[src/hw/rtl/smaw_pkg.sv]
// Shared constants and types for the sensor moving-average watchdog.
package smaw_pkg;

    localparam int unsigned SAMPLE_W          = 16;
    localparam int unsigned TIME_W            = 32;
    localparam int unsigned CFG_DATA_W        = 32;
    localparam int unsigned CFG_ADDR_W        = 3;
    localparam int unsigned NUM_READINGS_DEF  = 8;

    localparam logic [TIME_W-1:0] SAMPLE_INTERVAL_RST = 32'd1000;
    localparam logic [TIME_W-1:0] ALIVE_TIMEOUT_RST   = 32'd10000;

    // register index, taken from paddr[2]
    localparam logic REG_SAMPLE_INTERVAL = 1'b0;
    localparam logic REG_ALIVE_TIMEOUT   = 1'b1;

    typedef struct packed {
        logic error_active;
        logic error_flag;
        logic error_was_set;
    } t_flags;

endpackage

[src/hw/rtl/smaw_ring.sv]
// Reading ring memory: one write, one registered read, per-entry valid flags.
module smaw_ring
    import smaw_pkg::*;
#(
    parameter int unsigned DEPTH = NUM_READINGS_DEF,
    parameter int unsigned AW    = (DEPTH > 1) ? $clog2(DEPTH) : 1
)(
    input  logic                       i_clk,
    input  logic                       i_rst_n,
    input  logic                       i_we,
    input  logic [AW-1:0]              i_waddr,
    input  logic signed [SAMPLE_W-1:0] i_wdata,
    input  logic [AW-1:0]              i_raddr,
    output logic signed [SAMPLE_W-1:0] o_rdata
);

    logic signed [SAMPLE_W-1:0] r_mem [DEPTH];
    logic [DEPTH-1:0]           r_valid;
    logic signed [SAMPLE_W-1:0] r_rd_data;
    logic                       r_rd_hit;
    logic                       same_addr;

    assign same_addr = i_we && (i_waddr == i_raddr);

    always_ff @(posedge i_clk) begin
        if (i_we) begin
            r_mem[i_waddr] <= i_wdata;
        end
        // write-through so a read of the slot being written sees new data
        if (same_addr) begin
            r_rd_data <= i_wdata;
        end else begin
            r_rd_data <= r_mem[i_raddr];
        end
    end

    always_ff @(posedge i_clk) begin
        if (!i_rst_n) begin
            r_valid  <= '0;
            r_rd_hit <= 1'b0;
        end else begin
            if (i_we) begin
                r_valid[i_waddr] <= 1'b1;
            end
            r_rd_hit <= same_addr | r_valid[i_raddr];
        end
    end

    // never-written entries read as the reset value zero
    assign o_rdata = r_rd_hit ? r_rd_data : '0;

endmodule

[config.mk]
export PLATFORM = sky130hd
export DESIGN_NAME = smaw_ring
export DESIGN_NICKNAME = d
export VERILOG_FILES = /design/src/hw/rtl/smaw_pkg.sv /design/src/hw/rtl/smaw_ring.sv
export SDC_FILE = /design/constraint.sdc
export NUM_CORES = 1
export LEC_CHECK = 0
export BUFFER_PORTS_ARGS = -buffer_cell sky130_fd_sc_hd__buf_2
export CAP_MARGIN = 0
export CORE_MARGIN = 2
export CORE_UTILIZATION = 25
export CTS_BUF_LIST = sky130_fd_sc_hd__clkbuf_4
export DETAILED_ROUTE_END_ITERATION = 7
export PLACE_DENSITY_LB_ADDON = 0.2
export SLEW_MARGIN = 20
export SYNTH_ARGS = -nofsm -noshare
export SYNTH_HDL_FRONTEND = slang
export SYNTH_SLANG_ARGS = --single-unit
[constraint.sdc]
create_clock -name i_clk -period 4.3 [get_ports i_clk]
set_input_delay 0.215 -clock i_clk [delete_from_list [all_inputs] [get_ports i_clk]]
set_output_delay 0.215 -clock i_clk [all_outputs]
set_load 0.005 [all_outputs]
==> insert_results.sql <==
INSERT INTO impl_metrics (metric_group, metric, value, unit) VALUES
('run_status', 'status', 'finished, final reports clean', ''),
('yosys', 'mappedNetlistArea', '0.00538', 'mm^2'),
('cells_and_area', 'design.final.nets', '351', ''),
('cells_and_area', 'areaGrowthSynthToFinish', '21.3', '%'),
('yosys', 'post_synthesis_net_count', '269', ''),
('cts', 'cts.path.max_buffers', '2', ''),
('cts', 'cts.clk_slew.worst_paths', '0.11', 'ns'),
('timing', 'rsz0062_at_grt', 'no', ''),
('yosys', 'synth_cell_type_count', '20', ''),
('timing', 'totalNegativeSetupSlack', '0', 'ns'),
('cts', 'cts_made_buffers', '17', ''),
('yosys', 'post_synth.cell_area_avg', '22.1', 'um^2'),
('route', 'detail_route.first_pass.iterations', '4', ''),
('die', 'placeableCoreArea', '0.0211', 'mm^2'),
('power_and_ir_drop', 'leakage_power', '0.00220', 'uW'),
('critical_path', 'worst_ep_required_time', '4.09', 'ns'),
('power_and_ir_drop', 'overall_power_consumption', '2740', 'uW'),
('global_route', 'global_route.usage.total', '0.106', ''),
('die', 'fp.dieArea', '0.0227', 'mm^2'),
('cells_and_area', 'antenna_cells', '0', ''),
('timing', 'final_hold_viol_count', '0', ''),
('die', 'die_w', '151', 'um'),
('die', 'die_height', '151', 'um'),
('yosys', 'synth_seq_cells', '140', ''),
('cells_and_area', 'mostFrequentLayoutCell', 'sky130_fd_sc_hd__edfxtp_1', ''),
('timing', 'timing.max_slew.rel_slack', '0.457', ''),
('route', 'drtAntennaViolNets', '0', ''),
('critical_path', 'crit_path_start_kind', 'register', ''),
('timing', 'worst_hold_slack', '0.0963', 'ns'),
('route', 'via_per_inst', '4.20', ''),
('cts', 'worstSkewPairLatency', '0.52', 'ns'),
('job', 'max_cap_violations', '0', ''),
('cts', 'cts_max_level', '4', ''),
('die', 'number_of_core_rows', '53', ''),
('worst_hold_path', 'min-delay-path-class', 'in2reg', ''),
('global_route', 'grt_start_max_net_pins', '20', ''),
('route', 'route.final.wire_length', '11.1', 'mm'),
('yosys', 'ys_seq_area_frac', '0.759', ''),
('critical_path', 'endpoint_kind', 'output port', ''),
('timing', 'final-max-slew-violation-count', '0', ''),
('critical_path', 'regToRegSetupSlack', '2.60', 'ns'),
('route', 'route.detailed.wl_per_inst', '18.1', 'um'),
('cells_and_area', 'design_area', '0.00653', 'mm^2'),
('cts', 'clk_root_buffer_cell', 'sky130_fd_sc_hd__clkbuf_4', ''),
('cts', 'postcts_resize_cnt', '0', ''),
('timing', 'layout_worst_path_cycle_share', '0.686', ''),
('route', 'drc', '0', ''),
('placement', 'detailed_place_hpwl', '6.59', 'mm'),
('timing', 'tightest_slew', '0.813', 'ns'),
('timing', 'clock_skew', '0.00237', 'ns'),
('cts', 'tritoncts', 'built', ''),
('power_and_ir_drop', 'cellPowerDensity', '420', 'mW/mm^2'),
('cells_and_area', 'drive_above_1_share', '0.366', ''),
('critical_path', 'crit_path_max_fanout', '19', ''),
('critical_path', 'path_class', 'reg2out', ''),
('route', 'drt_first_iter_violations', '154', ''),
('global_route', 'grt_pass1_wl', '16.9', 'mm'),
('placement', 'place.port_buffers', '40', ''),
('die', 'number_of_top_level_pins', '41', ''),
('power_and_ir_drop', 'vdd_drop_max', '0.000159', 'V'),
('yosys', 'netlist_instances', '244', ''),
('global_route', 'grt_antenna_before_repair', '0', ''),
('timing', 'final-setup-viol-count', '0', ''),
('placement', 'routabilityCongestion', '0.692', ''),
('critical_path', 'wp_data_arrival', '2.73', 'ns'),
('die', 'floorplan.initialDensity', '0.255', ''),
('placement', 'placed_cell_area', '0.00594', 'mm^2'),
('global_route', 'grt_pass1_vias', '2809', ''),
('global_route', 'globalRouteOverflowTotal', '0', ''),
('timing', 'finalWorstPathRequiredPeriod', '2.95', 'ns'),
('route', 'dr_total_vias', '2578', ''),
('timing', 'max_freq', '339', 'MHz'),
('cts', 'clock_sink_count', '140', ''),
('yosys', 'yosysWarningCount', '0', ''),
('cells_and_area', 'final_cell_mix', '128 x sky130_fd_sc_hd__edfxtp_1, 40 x sky130_fd_sc_hd__buf_2, 33 x sky130_fd_sc_hd__mux4_2', '');
==> power breakdown <==
part           leakage, uW  internal (uW)  switching [uW]
logic             0.000744           84.8            78.1
registers          0.00126           1530            20.2
clock network     0.000193            579             450
total              0.00220           2190             548
==> critical path: stages, from the launching register on <==
cell and delay (ns):
sky130_fd_sc_hd__dfxtp_2 0.71, sky130_fd_sc_hd__buf_4 0.48, sky130_fd_sc_hd__mux4_2 0.55, sky130_fd_sc_hd__mux2i_1 0.23
sky130_fd_sc_hd__nor2b_1 0.09, sky130_fd_sc_hd__buf_2 0.13
==> flip-flops by register name, summed over array words and instances (netlist names), named ones only <==
signal	cells
r_valid	8
r_rd_hit	1
r_mem	128
==> per-layer routing <==
layer / routed length (um) / track usage
met2: 5160 / 0.161
met4: 162 / 0.0407
met3: 472 / 0.0330
met5: 0 / 0
met1: 5330 / 0.143
==> through the flow <==
step / util / std cells / setup slack [ns]
after floorplan: - / 244 / 2.31
after global placement: 0.281 / 559 / 1.85
after detailed placement: 0.281 / 559 / 1.85
after CTS: 0.309 / 614 / 1.22
after global routing: 0.309 / 614 / 1.06
final: 0.309 / 614 / 1.35
==> cells in the mapped netlist <==
master | instances | area (um^2)
sky130_fd_sc_hd__buf_12 | 2 | 40.0
sky130_fd_sc_hd__nor2b_1 | 16 | 100
sky130_fd_sc_hd__mux4_1 | 1 | 26.3
sky130_fd_sc_hd__clkbuf_1 | 1 | 3.75
sky130_fd_sc_hd__nand4_1 | 1 | 6.26
sky130_fd_sc_hd__mux4_2 | 33 | 743
sky130_fd_sc_hd__o21a_1 | 8 | 60.1
sky130_fd_sc_hd__a21boi_0 | 1 | 7.51
sky130_fd_sc_hd__edfxtp_1 | 128 | 3840
sky130_fd_sc_hd__nand2b_1 | 3 | 18.8
sky130_fd_sc_hd__nand2_1 | 2 | 7.51
sky130_fd_sc_hd__mux2i_1 | 17 | 170
sky130_fd_sc_hd__buf_1 | 1 | 3.75
sky130_fd_sc_hd__buf_2 | 5 | 25.0
sky130_fd_sc_hd__buf_6 | 1 | 11.3
sky130_fd_sc_hd__xnor2_1 | 3 | 26.3
sky130_fd_sc_hd__nor3_1 | 2 | 10.0
sky130_fd_sc_hd__dfxtp_1 | 12 | 240
sky130_fd_sc_hd__buf_8 | 1 | 15.0
sky130_fd_sc_hd__nor2_1 | 6 | 22.5
==> layout make-up <==
cell class | count | area (um^2)
clock buffer | 18 | 135
clock inverter | 14 | 225
fill | 2096 | 14600
multi-input combinational | 93 | 1220
sequential | 140 | 4090
tap | 275 | 344
timing repair buffer | 74 | 513
==> worst paths after layout <==
kind               from            to  depth (start not counted)
max reg2reg  r_valid[6]      r_rd_hit                          4
max            register    o_rdata[0]                          5
min          i_waddr[0]  r_mem[4][15]                          2
min reg2reg  r_valid[4]    r_valid[4]                          1
==> what timing repair did <==
item | CTS | global route
hold endpoints to repair | 140 | 0
endpoints found under the setup margin | 0 | 0
hold buffers | 23 | 0
buffers inserted | 0 | 0
==> logic make-up (layout without fill, tap and decap cells) <==
kind of cell | count (synthesis) | count (layout) | share of synthesized area
simple gates | 30 | 30 | 0.0307
flops | 140 | 140 | 0.759
xor+xnor | 3 | 3 | 0.00488
mux | 51 | 51 | 0.175
compound gates | 9 | 9 | 0.0126
buf+inv | 11 | 106 | 0.0184
(Power assumes the default switching activity.)
