===== src/hw/rtl/smaw_pkg.sv =====
// Shared constants and types for the sensor moving-average watchdog.
package smaw_pkg;

    localparam int unsigned SAMPLE_W          = 16;
    localparam int unsigned TIME_W            = 32;
    localparam int unsigned CFG_DATA_W        = 32;
    localparam int unsigned CFG_ADDR_W        = 3;
    localparam int unsigned NUM_READINGS_DEF  = 8;

    localparam logic [TIME_W-1:0] SAMPLE_INTERVAL_RST = 32'd1000;
    localparam logic [TIME_W-1:0] ALIVE_TIMEOUT_RST   = 32'd10000;

    // register index, taken from paddr[2]
    localparam logic REG_SAMPLE_INTERVAL = 1'b0;
    localparam logic REG_ALIVE_TIMEOUT   = 1'b1;

    typedef struct packed {
        logic error_active;
        logic error_flag;
        logic error_was_set;
    } t_flags;

endpackage


===== src/hw/rtl/smaw_cfg.sv =====
// APB register block: sample interval and alive timeout.
module smaw_cfg
    import smaw_pkg::*;
(
    input  logic                  i_clk,
    input  logic                  i_rst_n,
    input  logic                  psel,
    input  logic                  penable,
    input  logic                  pwrite,
    input  logic [CFG_ADDR_W-1:0] paddr,
    input  logic [CFG_DATA_W-1:0] pwdata,
    output logic [CFG_DATA_W-1:0] prdata,
    output logic                  pready,
    output logic [TIME_W-1:0]     o_sample_interval,
    output logic [TIME_W-1:0]     o_alive_timeout
);

    logic [TIME_W-1:0] r_sample_interval;
    logic [TIME_W-1:0] r_alive_timeout;
    logic              wr_en;

    assign pready = 1'b1;
    assign wr_en  = psel & penable & pwrite;

    always_ff @(posedge i_clk) begin
        if (!i_rst_n) begin
            r_sample_interval <= SAMPLE_INTERVAL_RST;
            r_alive_timeout   <= ALIVE_TIMEOUT_RST;
        end else if (wr_en) begin
            case (paddr[2])
                REG_SAMPLE_INTERVAL: r_sample_interval <= pwdata;
                REG_ALIVE_TIMEOUT:   r_alive_timeout   <= pwdata;
                default: ;
            endcase
        end
    end

    always_comb begin
        case (paddr[2])
            REG_SAMPLE_INTERVAL: prdata = r_sample_interval;
            REG_ALIVE_TIMEOUT:   prdata = r_alive_timeout;
            default:             prdata = '0;
        endcase
    end

    assign o_sample_interval = r_sample_interval;
    assign o_alive_timeout   = r_alive_timeout;

endmodule


===== config.mk =====
export PLATFORM = sky130hd
export DESIGN_NAME = smaw_cfg
export DESIGN_NICKNAME = d
export VERILOG_FILES = /design/src/hw/rtl/smaw_pkg.sv /design/src/hw/rtl/smaw_cfg.sv
export SDC_FILE = /design/constraint.sdc
export NUM_CORES = 1
export LEC_CHECK = 0
export BUFFER_PORTS_ARGS = -buffer_cell sky130_fd_sc_hd__clkbuf_2
export CORE_MARGIN = 8
export CORE_UTILIZATION = 50
export DETAILED_ROUTE_END_ITERATION = 8
export HOLD_SLACK_MARGIN = 0.15
export PLACE_DENSITY = 0.85
export SLEW_MARGIN = 10
export SYNTH_ARGS = -nofsm -noshare
export SYNTH_HDL_FRONTEND = slang
export SYNTH_SLANG_ARGS = --single-unit

===== constraint.sdc =====
create_clock -name i_clk -period 1.45 [get_ports i_clk]
set_input_delay 0.145 -clock i_clk [delete_from_list [all_inputs] [get_ports i_clk]]
set_output_delay 0.145 -clock i_clk [all_outputs]
set_load 0.01 [all_outputs]

==> results of run 1 <==
[worst register-to-register path, delay by kind of cell, from the launching register on]
family / cells / cell delay [ns]
flip-flops: 1 / 0.33
AND/OR/NAND/NOR: 1 / 0.13
multiplexers: 1 / 0.09
[per-layer routing]
metal	vias up	part of all wire [%]	global-route usage, %
met3	14	9.5	7.61
met4	0	1.8	8.32
met1	1239	40	21.4
li1	1280	-	-
met5	-	0	0
met2	114	48	32.5
[cell type report]
cell class,count,area share (%)
Multi-Input combinational cell,203,35.4
Sequential cell,64,30.9
Timing Repair Buffer,172,26.3
Clock buffer,13,3.59
Tap cell,75,2.26
Clock inverter,3,1.57
[placed cells by master, fill, tap and decap left out]
| master | synthesis | layout |
|---|---|---|
| and4_1 | 1 | 1 |
| nand4_1 | 1 | 1 |
| mux2_2 | 32 | 32 |
| nand2_1 | 83 | 83 |
| clkbuf_8 | 0 | 10 |
| dfxtp_1 | 64 | 64 |
| mux2i_1 | 64 | 64 |
| clkbuf_1 | 6 | 3 |
| dlygate4sd3_1 | 0 | 32 |
| buf_12 | 3 | 4 |
| conb_1 | 1 | 1 |
| bufinv_16 | 0 | 2 |
| clkinv_2 | 0 | 1 |
| nor2b_1 | 20 | 20 |
| buf_4 | 4 | 3 |
| clkbuf_2 | 0 | 133 |
| and4b_2 | 0 | 1 |
[registers in the layout (all words and copies together) (netlist names)]
name,cells
o_sample_interval,32
o_alive_timeout,32
[logic make-up after synthesis]
logic type	Yosys count	share of synthesized area [%]
other	1	0.128
buffers and inverters	24	6.11
flip-flops	64	43.8
multiplexers	96	34.2
AND/OR/NAND/NOR	106	15.8
[power groups by stage]
| stage | combinational [W] | sequential [W] | clock (W) |
|---|---|---|---|
| after floorplan | 0.000230 | 0.00188 | 0 |
| after global placement | 0.000397 | 0.00186 | 0 |
| after detailed placement | 0.000406 | 0.00187 | 0 |
| after CTS | 0.000476 | 0.00183 | 0.00168 |
| after global routing | 0.000518 | 0.00183 | 0.00175 |
| final | 0.000478 | 0.00183 | 0.00165 |
[worst paths after layout]
check,start,depth (start not counted),to,slack (ns)
max,o_alive_timeout[18]$_SDFFE_PN0P_,2,prdata[18],0.23
max reg2reg,o_sample_interval[3]$_SDFFE_PN1P_,2,o_sample_interval[3]$_SDFFE_PN1P_,0.78
min reg2reg,o_sample_interval[26]$_SDFFE_PN0P_,2,o_sample_interval[26]$_SDFFE_PN0P_,0.47
min,i_rst_n,3,o_sample_interval[13]$_SDFFE_PN0P_,0.27
[stage by stage]
stage	hold slack, ns	cell area (um^2)
finish	0.266	4150
global route	0.285	4150
CTS	0.242	4150
detailed placement	0.399	3610
global placement	0.394	3610
floorplan	0.287	2930
==> qor.csv, run 1 <==
stage,metric,value,unit
power,Max VDD drop,0.000661,V
sta,setup_tns,0,ns
floorplanning,Die H,92.5,um
detailed_routing,drt wl/cell,15.7,um
synthesis,Synth async-reset ratio,0,%
cts,Post-CTS Setup Inserts,0,
synthesis,top_reg_cell synth,dfxtp_1,
sta,Final setup viols,0,
worst_setup_path,Critical Path AT,1.08,ns
sta,RSZ-0062 raised after global routing,no,
sta,Period minus WS final,1.22,ns
synthesis,"Avg Cell Area, Syn",10.1,um^2
synthesis,number of synthesized flops with an enable pin,0,
floorplanning,Row Count,28,
power,Sw Share,22.6,%
synthesis,#FFs+latches synth,64,
power,PD cells,954,mW/mm^2
sta,final-report hold violation count,0,
detailed_routing,routed wire length,8300,um
detailed_routing,Antenna Nets Post-Route,0,
synthesis,Commonest cells post-synth,"nand2_1, dfxtp_1, mux2i_1",
global_routing,vias in the first global route,2742,
sta,Clock Skews,0,ns
worst_setup_path,CP Max Fanout,3,
global_routing,Overflow after GRT,0,
worst_setup_path,Worst EP required,1.31,ns
cells_and_area,register area,0.00128,mm^2
run,max cap viols,0,
cts,post-cts gate resize count,0,
placement,routability cong.,0.704,
cts,CTS max path bufs,2,
worst_setup_path,CP Capture Type,output pin,
floorplanning,CORE AREA,0.00578,mm^2
worst_setup_path,CP max stage cell,dfxtp_1,
cts,"Hold-fix buffers, CTS",32,
cts,TritonCTS clock tree,yes,
power,Lkg Pwr,1.98,nW
detailed_routing,vias per cell,4.99,
cells_and_area,Area Growth Syn to Fin,41.6,%
floorplanning,Die Wd,92.5,um
detailed_routing,drt first pass iters,4,
floorplanning,io pins,137,
floorplanning,die area,0.00856,mm^2
cells_and_area,Non-Filler Instances,530,
floorplanning,Initial Util,50.6,%
synthesis,Mapped Area,0.00293,mm^2
power,clock share of power,41.7,%
power,Tot Pwr,0.00395,W
cts,clock-pin slew on the worst setup and hold paths,0.07,ns
power,Comb pwr share,12.1,%
cells_and_area,Layout Utilization,71.7,%
synthesis,sequential cell area fraction in the yosys report,43.8,%
placement,DP Worst Slack,0.260,ns
detailed_routing,vias,2647,
worst_setup_path,CP max stage delay,0.34,ns
synthesis,synth unique cells,15,
worst_setup_path,Worst setup SP type,flip-flop,
worst_setup_path,CP Buf/Inv Count,1,
sta,fmax,819,MHz
global_routing,GRT Overall Usage,19.4,%
placement,IO Port Bufs,133,
cts,"Clk Latency, worst-skew pair",0.33,ns
synthesis,synth warn,0,
cts,cts bufs inserted,9,
placement,Placed Instances,482,
power,Flop pwr share,46.3,%
cells_and_area,layout cells sized above 1,40.9,%
cts,Sink Count,64,
worst_setup_path,"delay-heaviest family, CP",flip-flops,
worst_setup_path,crit path kind,reg -> out,
cells_and_area,n_diodes,0,
global_routing,largest net degree at the start of global routing,50,
worst_setup_path,crit-path cells,"mux2_2, clkbuf_2",
power,P_sw,0.000893,W
cells_and_area,layout filler cell count,415,
cells_and_area,nets,490,
outcome,status,finished clean,
synthesis,cell count after synthesis,291,
sta,final slew viol count,0,
global_routing,first-pass GRT wire length,13500,um
sta,"crit path setup slack, layout",0.229,ns
synthesis,Synth area leader,dfxtp_1,
synthesis,Synthesized Nets,331,
power,Pint,0.00306,W
global_routing,initial antenna violation count,0,
synthesis,Yosys top cell area share,43.8,%
cells_and_area,multi-input logic area,0.00147,mm^2
cts,htree depth,3,
sta,fin crit share,84.2,%
synthesis,"top cells by area, synth","dfxtp_1, mux2i_1, mux2_2",
worst_hold_path,worst min-delay path class,in -> reg,
detailed_routing,starting DRC count in detailed routing,68,
detailed_routing,Residual DRC,0,
synthesis,most frequent cell after synthesis,nand2_1,
cts,CTS root buf,clkbuf_8,
placement,placed wire-length estimate,5570,um
(Power assumes the default switching activity.)
==> run 2, diff against run 1 <==
--- a/config.mk
+++ b/config.mk
@@ -7,10 +7,10 @@
 export LEC_CHECK = 0
 export BUFFER_PORTS_ARGS = -buffer_cell sky130_fd_sc_hd__clkbuf_2
 export CORE_MARGIN = 8
-export CORE_UTILIZATION = 50
+export CORE_UTILIZATION = 42
 export DETAILED_ROUTE_END_ITERATION = 8
 export HOLD_SLACK_MARGIN = 0.15
-export PLACE_DENSITY = 0.85
+export PLACE_DENSITY = 0.76
 export SLEW_MARGIN = 10
 export SYNTH_ARGS = -nofsm -noshare
 export SYNTH_HDL_FRONTEND = slang
==> constraint.sdc (replaced) <==
create_clock -name i_clk -period 1.1 [get_ports i_clk]
set_input_delay 0.11 -clock i_clk [delete_from_list [all_inputs] [get_ports i_clk]]
set_output_delay 0.11 -clock i_clk [all_outputs]
set_load 0.01 [all_outputs]
==> run 2 against run 1 <==
  * Highest routed layer unchanged
  * Clock power rose by 24%
  * Non-clock buffer count rose by 65
  * The flow now finishes with violations (negative setup slack)
  * Die area rose by 16%
  * Critical path depth did not move
  * Count of clock-buffer cells in the layout did not move
  * Setup slack got worse by 0.31 ns
==> qor.csv, run 2 (synthesized netlist as in run 1, its figures left out) <==
stage,metric,value,unit,change
global_routing,Overflow after GRT,0,,unchanged
floorplanning,Die Wd,99.5,um,+7.5%
placement,routability cong.,0.728,,+3.4%
worst_setup_path,FF-to-FF End,o_alive_timeout[10]$_SDFFE_PN1P_,,
cts,TritonCTS clock tree,yes,,
worst_setup_path,origin of the critical flop-to-flop path,o_alive_timeout[10]$_SDFFE_PN1P_,,
global_routing,initial antenna violation count,1,,+1
outcome,status,"finished, violations left",,
sta,Final setup viols,32,,+32
worst_setup_path,crit path kind,reg -> out,,
sta,final-report hold violation count,0,,unchanged
power,Sw Share,24.1,%,+1.5 points
power,Max VDD drop,0.000526,V,-20%
global_routing,GRT Overall Usage,19.7,%,+0.25 points
cells_and_area,"commonest non-fill, non-tap cell in the layout",clkbuf_2,,
floorplanning,Initial Util,43.3,%,-7.3 points
worst_setup_path,crit-path cells,"mux2_4, buf_6",,
cts,"Clk Latency, worst-skew pair",0.33,ns,about the same
global_routing,vias in the first global route,3180,,+16%
cells_and_area,Final Cell Area,0.00506,mm^2,+22%
sta,"crit path setup slack, layout",-0.0806,ns,-0.310 ns
worst_setup_path,WP depth,2,,unchanged
worst_hold_path,worst min-delay path class,in -> reg,,
cts,htree depth,3,,unchanged
power,Flop pwr share,45.6,%,-0.7 points
placement,DP Area,0.00369,mm^2,+2.3%
sta,fmax,847,MHz,
detailed_routing,starting DRC count in detailed routing,72,,+5.9%
global_routing,first-pass GRT wire length,15700,um,+16%
cells_and_area,nets,555,,+13%
cts,CTS max path bufs,2,,unchanged
sta,Clock Skews,0,ns,unchanged
worst_setup_path,Reg2Reg Setup Slack,0.30,ns,-0.48 ns
worst_setup_path,crit path from,o_sample_interval[19]$_SDFFE_PN0P_,,
floorplanning,Die H,99.5,um,+7.5%
cells_and_area,"commonest cells after routing, fill and taps aside","clkbuf_2, nand2_1, buf_4",,
worst_setup_path,CP max stage cell,dfxtp_2,,
worst_setup_path,CP Capture Point,prdata[19],,
detailed_routing,drt wl/cell,17.4,um,+11%
detailed_routing,routed wire length,10500,um,+26%
cells_and_area,Layout Utilization,74.9,%,+3.2 points
worst_setup_path,CP Buf/Inv Count,1,,unchanged
power,Comb pwr share,15.9,%,+3.8 points
floorplanning,Row Count,30,,+7.1%
cts,cts bufs inserted,9,,unchanged
sta,setup_tns,-1.83,ns,-1.83 ns
global_routing,largest net degree at the start of global routing,53,,+6.0%
worst_setup_path,CP max stage delay,0.33,ns,about the same
worst_setup_path,Worst setup SP type,flip-flop,,
floorplanning,die area,0.00990,mm^2,+16%
detailed_routing,Antenna Nets Post-Route,0,,unchanged
sta,fin crit share,107,%,
worst_setup_path,Critical Path AT,1.07,ns,about the same
cts,clock-pin slew on the worst setup and hold paths,0.07,ns,about the same
power,Tot Pwr,0.00528,W,+34%
cells_and_area,layout cells sized above 1,60.8,%,+20 points
sta,RSZ-0062 raised after global routing,yes,,
outcome,failing checks,negative setup slack,,
run,max cap viols,0,,unchanged
power,clock share of power,38.5,%,-3.2 points
cts,Sink Count,64,,unchanged
detailed_routing,Residual DRC,0,,unchanged
detailed_routing,drt first pass iters,4,,unchanged
worst_setup_path,Worst EP required,0.99,ns,-0.32 ns
power,PD cells,1040,mW/mm^2,+9.5%
detailed_routing,vias per cell,4.93,,-1.4%
cells_and_area,Area Growth Syn to Fin,72.9,%,
power,P_sw,0.00127,W,+43%
floorplanning,CORE AREA,0.00676,mm^2,+17%
cts,CTS root buf,clkbuf_8,,
floorplanning,io pins,137,,unchanged
worst_setup_path,"delay-heaviest family, CP",flip-flops,,
sta,final slew viol count,0,,unchanged
worst_setup_path,CP Capture Type,output pin,,
power,Pint,0.00401,W,+31%
placement,IO Port Bufs,133,,unchanged
power,Lkg Pwr,2.50,nW,+26%
worst_setup_path,CP Max Fanout,2,,-1
detailed_routing,vias,2960,,+12%
placement,DP Worst Slack,-0.0348,ns,-0.295 ns
sta,Period minus WS final,1.18,ns,
worst_setup_path,r2r worst-path depth,3,,+1
placement,placed wire-length estimate,5660,um,+1.7%
==> run 2: cell count changes in the layout (fill, tap and decap cells not counted), sizes merged <==
cell / previous run / this run
buf: 7 / 103
clkbuf: 146 / 115
bufinv: 2 / 1
clkinv: 1 / 2
diode: 0 / 1
==> run 2: timing repair <==
item,in CTS,in global routing
buffers inserted,60,0
gates cloned,0,0
endpoints found under the hold margin,64,0
pin swaps,0,0
hold buffers,32,0
endpoints found under the setup margin,32,32
resized for setup,94,65
==> run 2: metal layers <==
| layer | part of all wire, % | wire length (um) | GRT usage [%] |
|---|---|---|---|
| met5 | 0 | 0 | 0 |
| met4 | 2.3 | 236 | 9.08 |
| met3 | 5.9 | 615 | 5.31 |
| met2 | 51 | 5370 | 36.0 |
| met1 | 41 | 4240 | 20.3 |
==> run 2: worst min-delay path by stage <==
stage               start                                  to  slack (ns)  depth (start not counted)
6_report          i_rst_n     o_alive_timeout[2]$_SDFFE_PN0P_        0.26                          4
2_1_floorplan   pwdata[3]     o_alive_timeout[3]$_SDFFE_PN0P_        0.25                          2
3_5_place_dp   pwdata[10]  o_sample_interval[10]$_SDFFE_PN0P_        0.37                          3
5_1_grt           i_rst_n     o_alive_timeout[2]$_SDFFE_PN0P_        0.28                          4
4_1_cts           i_rst_n   o_sample_interval[2]$_SDFFE_PN0P_        0.23                          4
3_3_place_gp    pwdata[4]   o_sample_interval[4]$_SDFFE_PN0P_        0.36                          3
==> run 2: cell type report <==
| cell class | instances | area, um^2 |
|---|---|---|
| Antenna cell | 1 | 2.50 |
| Clock buffer | 13 | 159 |
| Clock inverter | 3 | 40.0 |
| Fill cell | 430 | 1700 |
| Multi-Input combinational cell | 203 | 1580 |
| Sequential cell | 64 | 1360 |
| Tap cell | 80 | 100 |
| Timing Repair Buffer | 237 | 1810 |
==> run 2: worst reg2reg max path, cell delays in order (launching register included) <==
cell and delay, ns:
dfxtp_2 0.32, buf_4 0.13, nor2b_1 0.14, mux2i_1 0.10
==> run 2: stage by stage <==
step | std cells | hold slack [ns]
after floorplan | 291 | 0.252
after global placement | 492 | 0.359
after detailed placement | 492 | 0.366
after CTS | 600 | 0.233
after global routing | 601 | 0.276
final | 601 | 0.255
==> run 2: power by group through the flow <==
| stage | Clock, W | Combinational [W] | Sequential, W |
|---|---|---|---|
| after detailed placement | 0 | 0.000551 | 0.00246 |
| after CTS | 0.00206 | 0.000760 | 0.00241 |
| after global routing | 0.00215 | 0.000893 | 0.00241 |
| after floorplan | 0 | 0.000303 | 0.00248 |
| after global placement | 0 | 0.000542 | 0.00246 |
| final | 0.00204 | 0.000838 | 0.00241 |
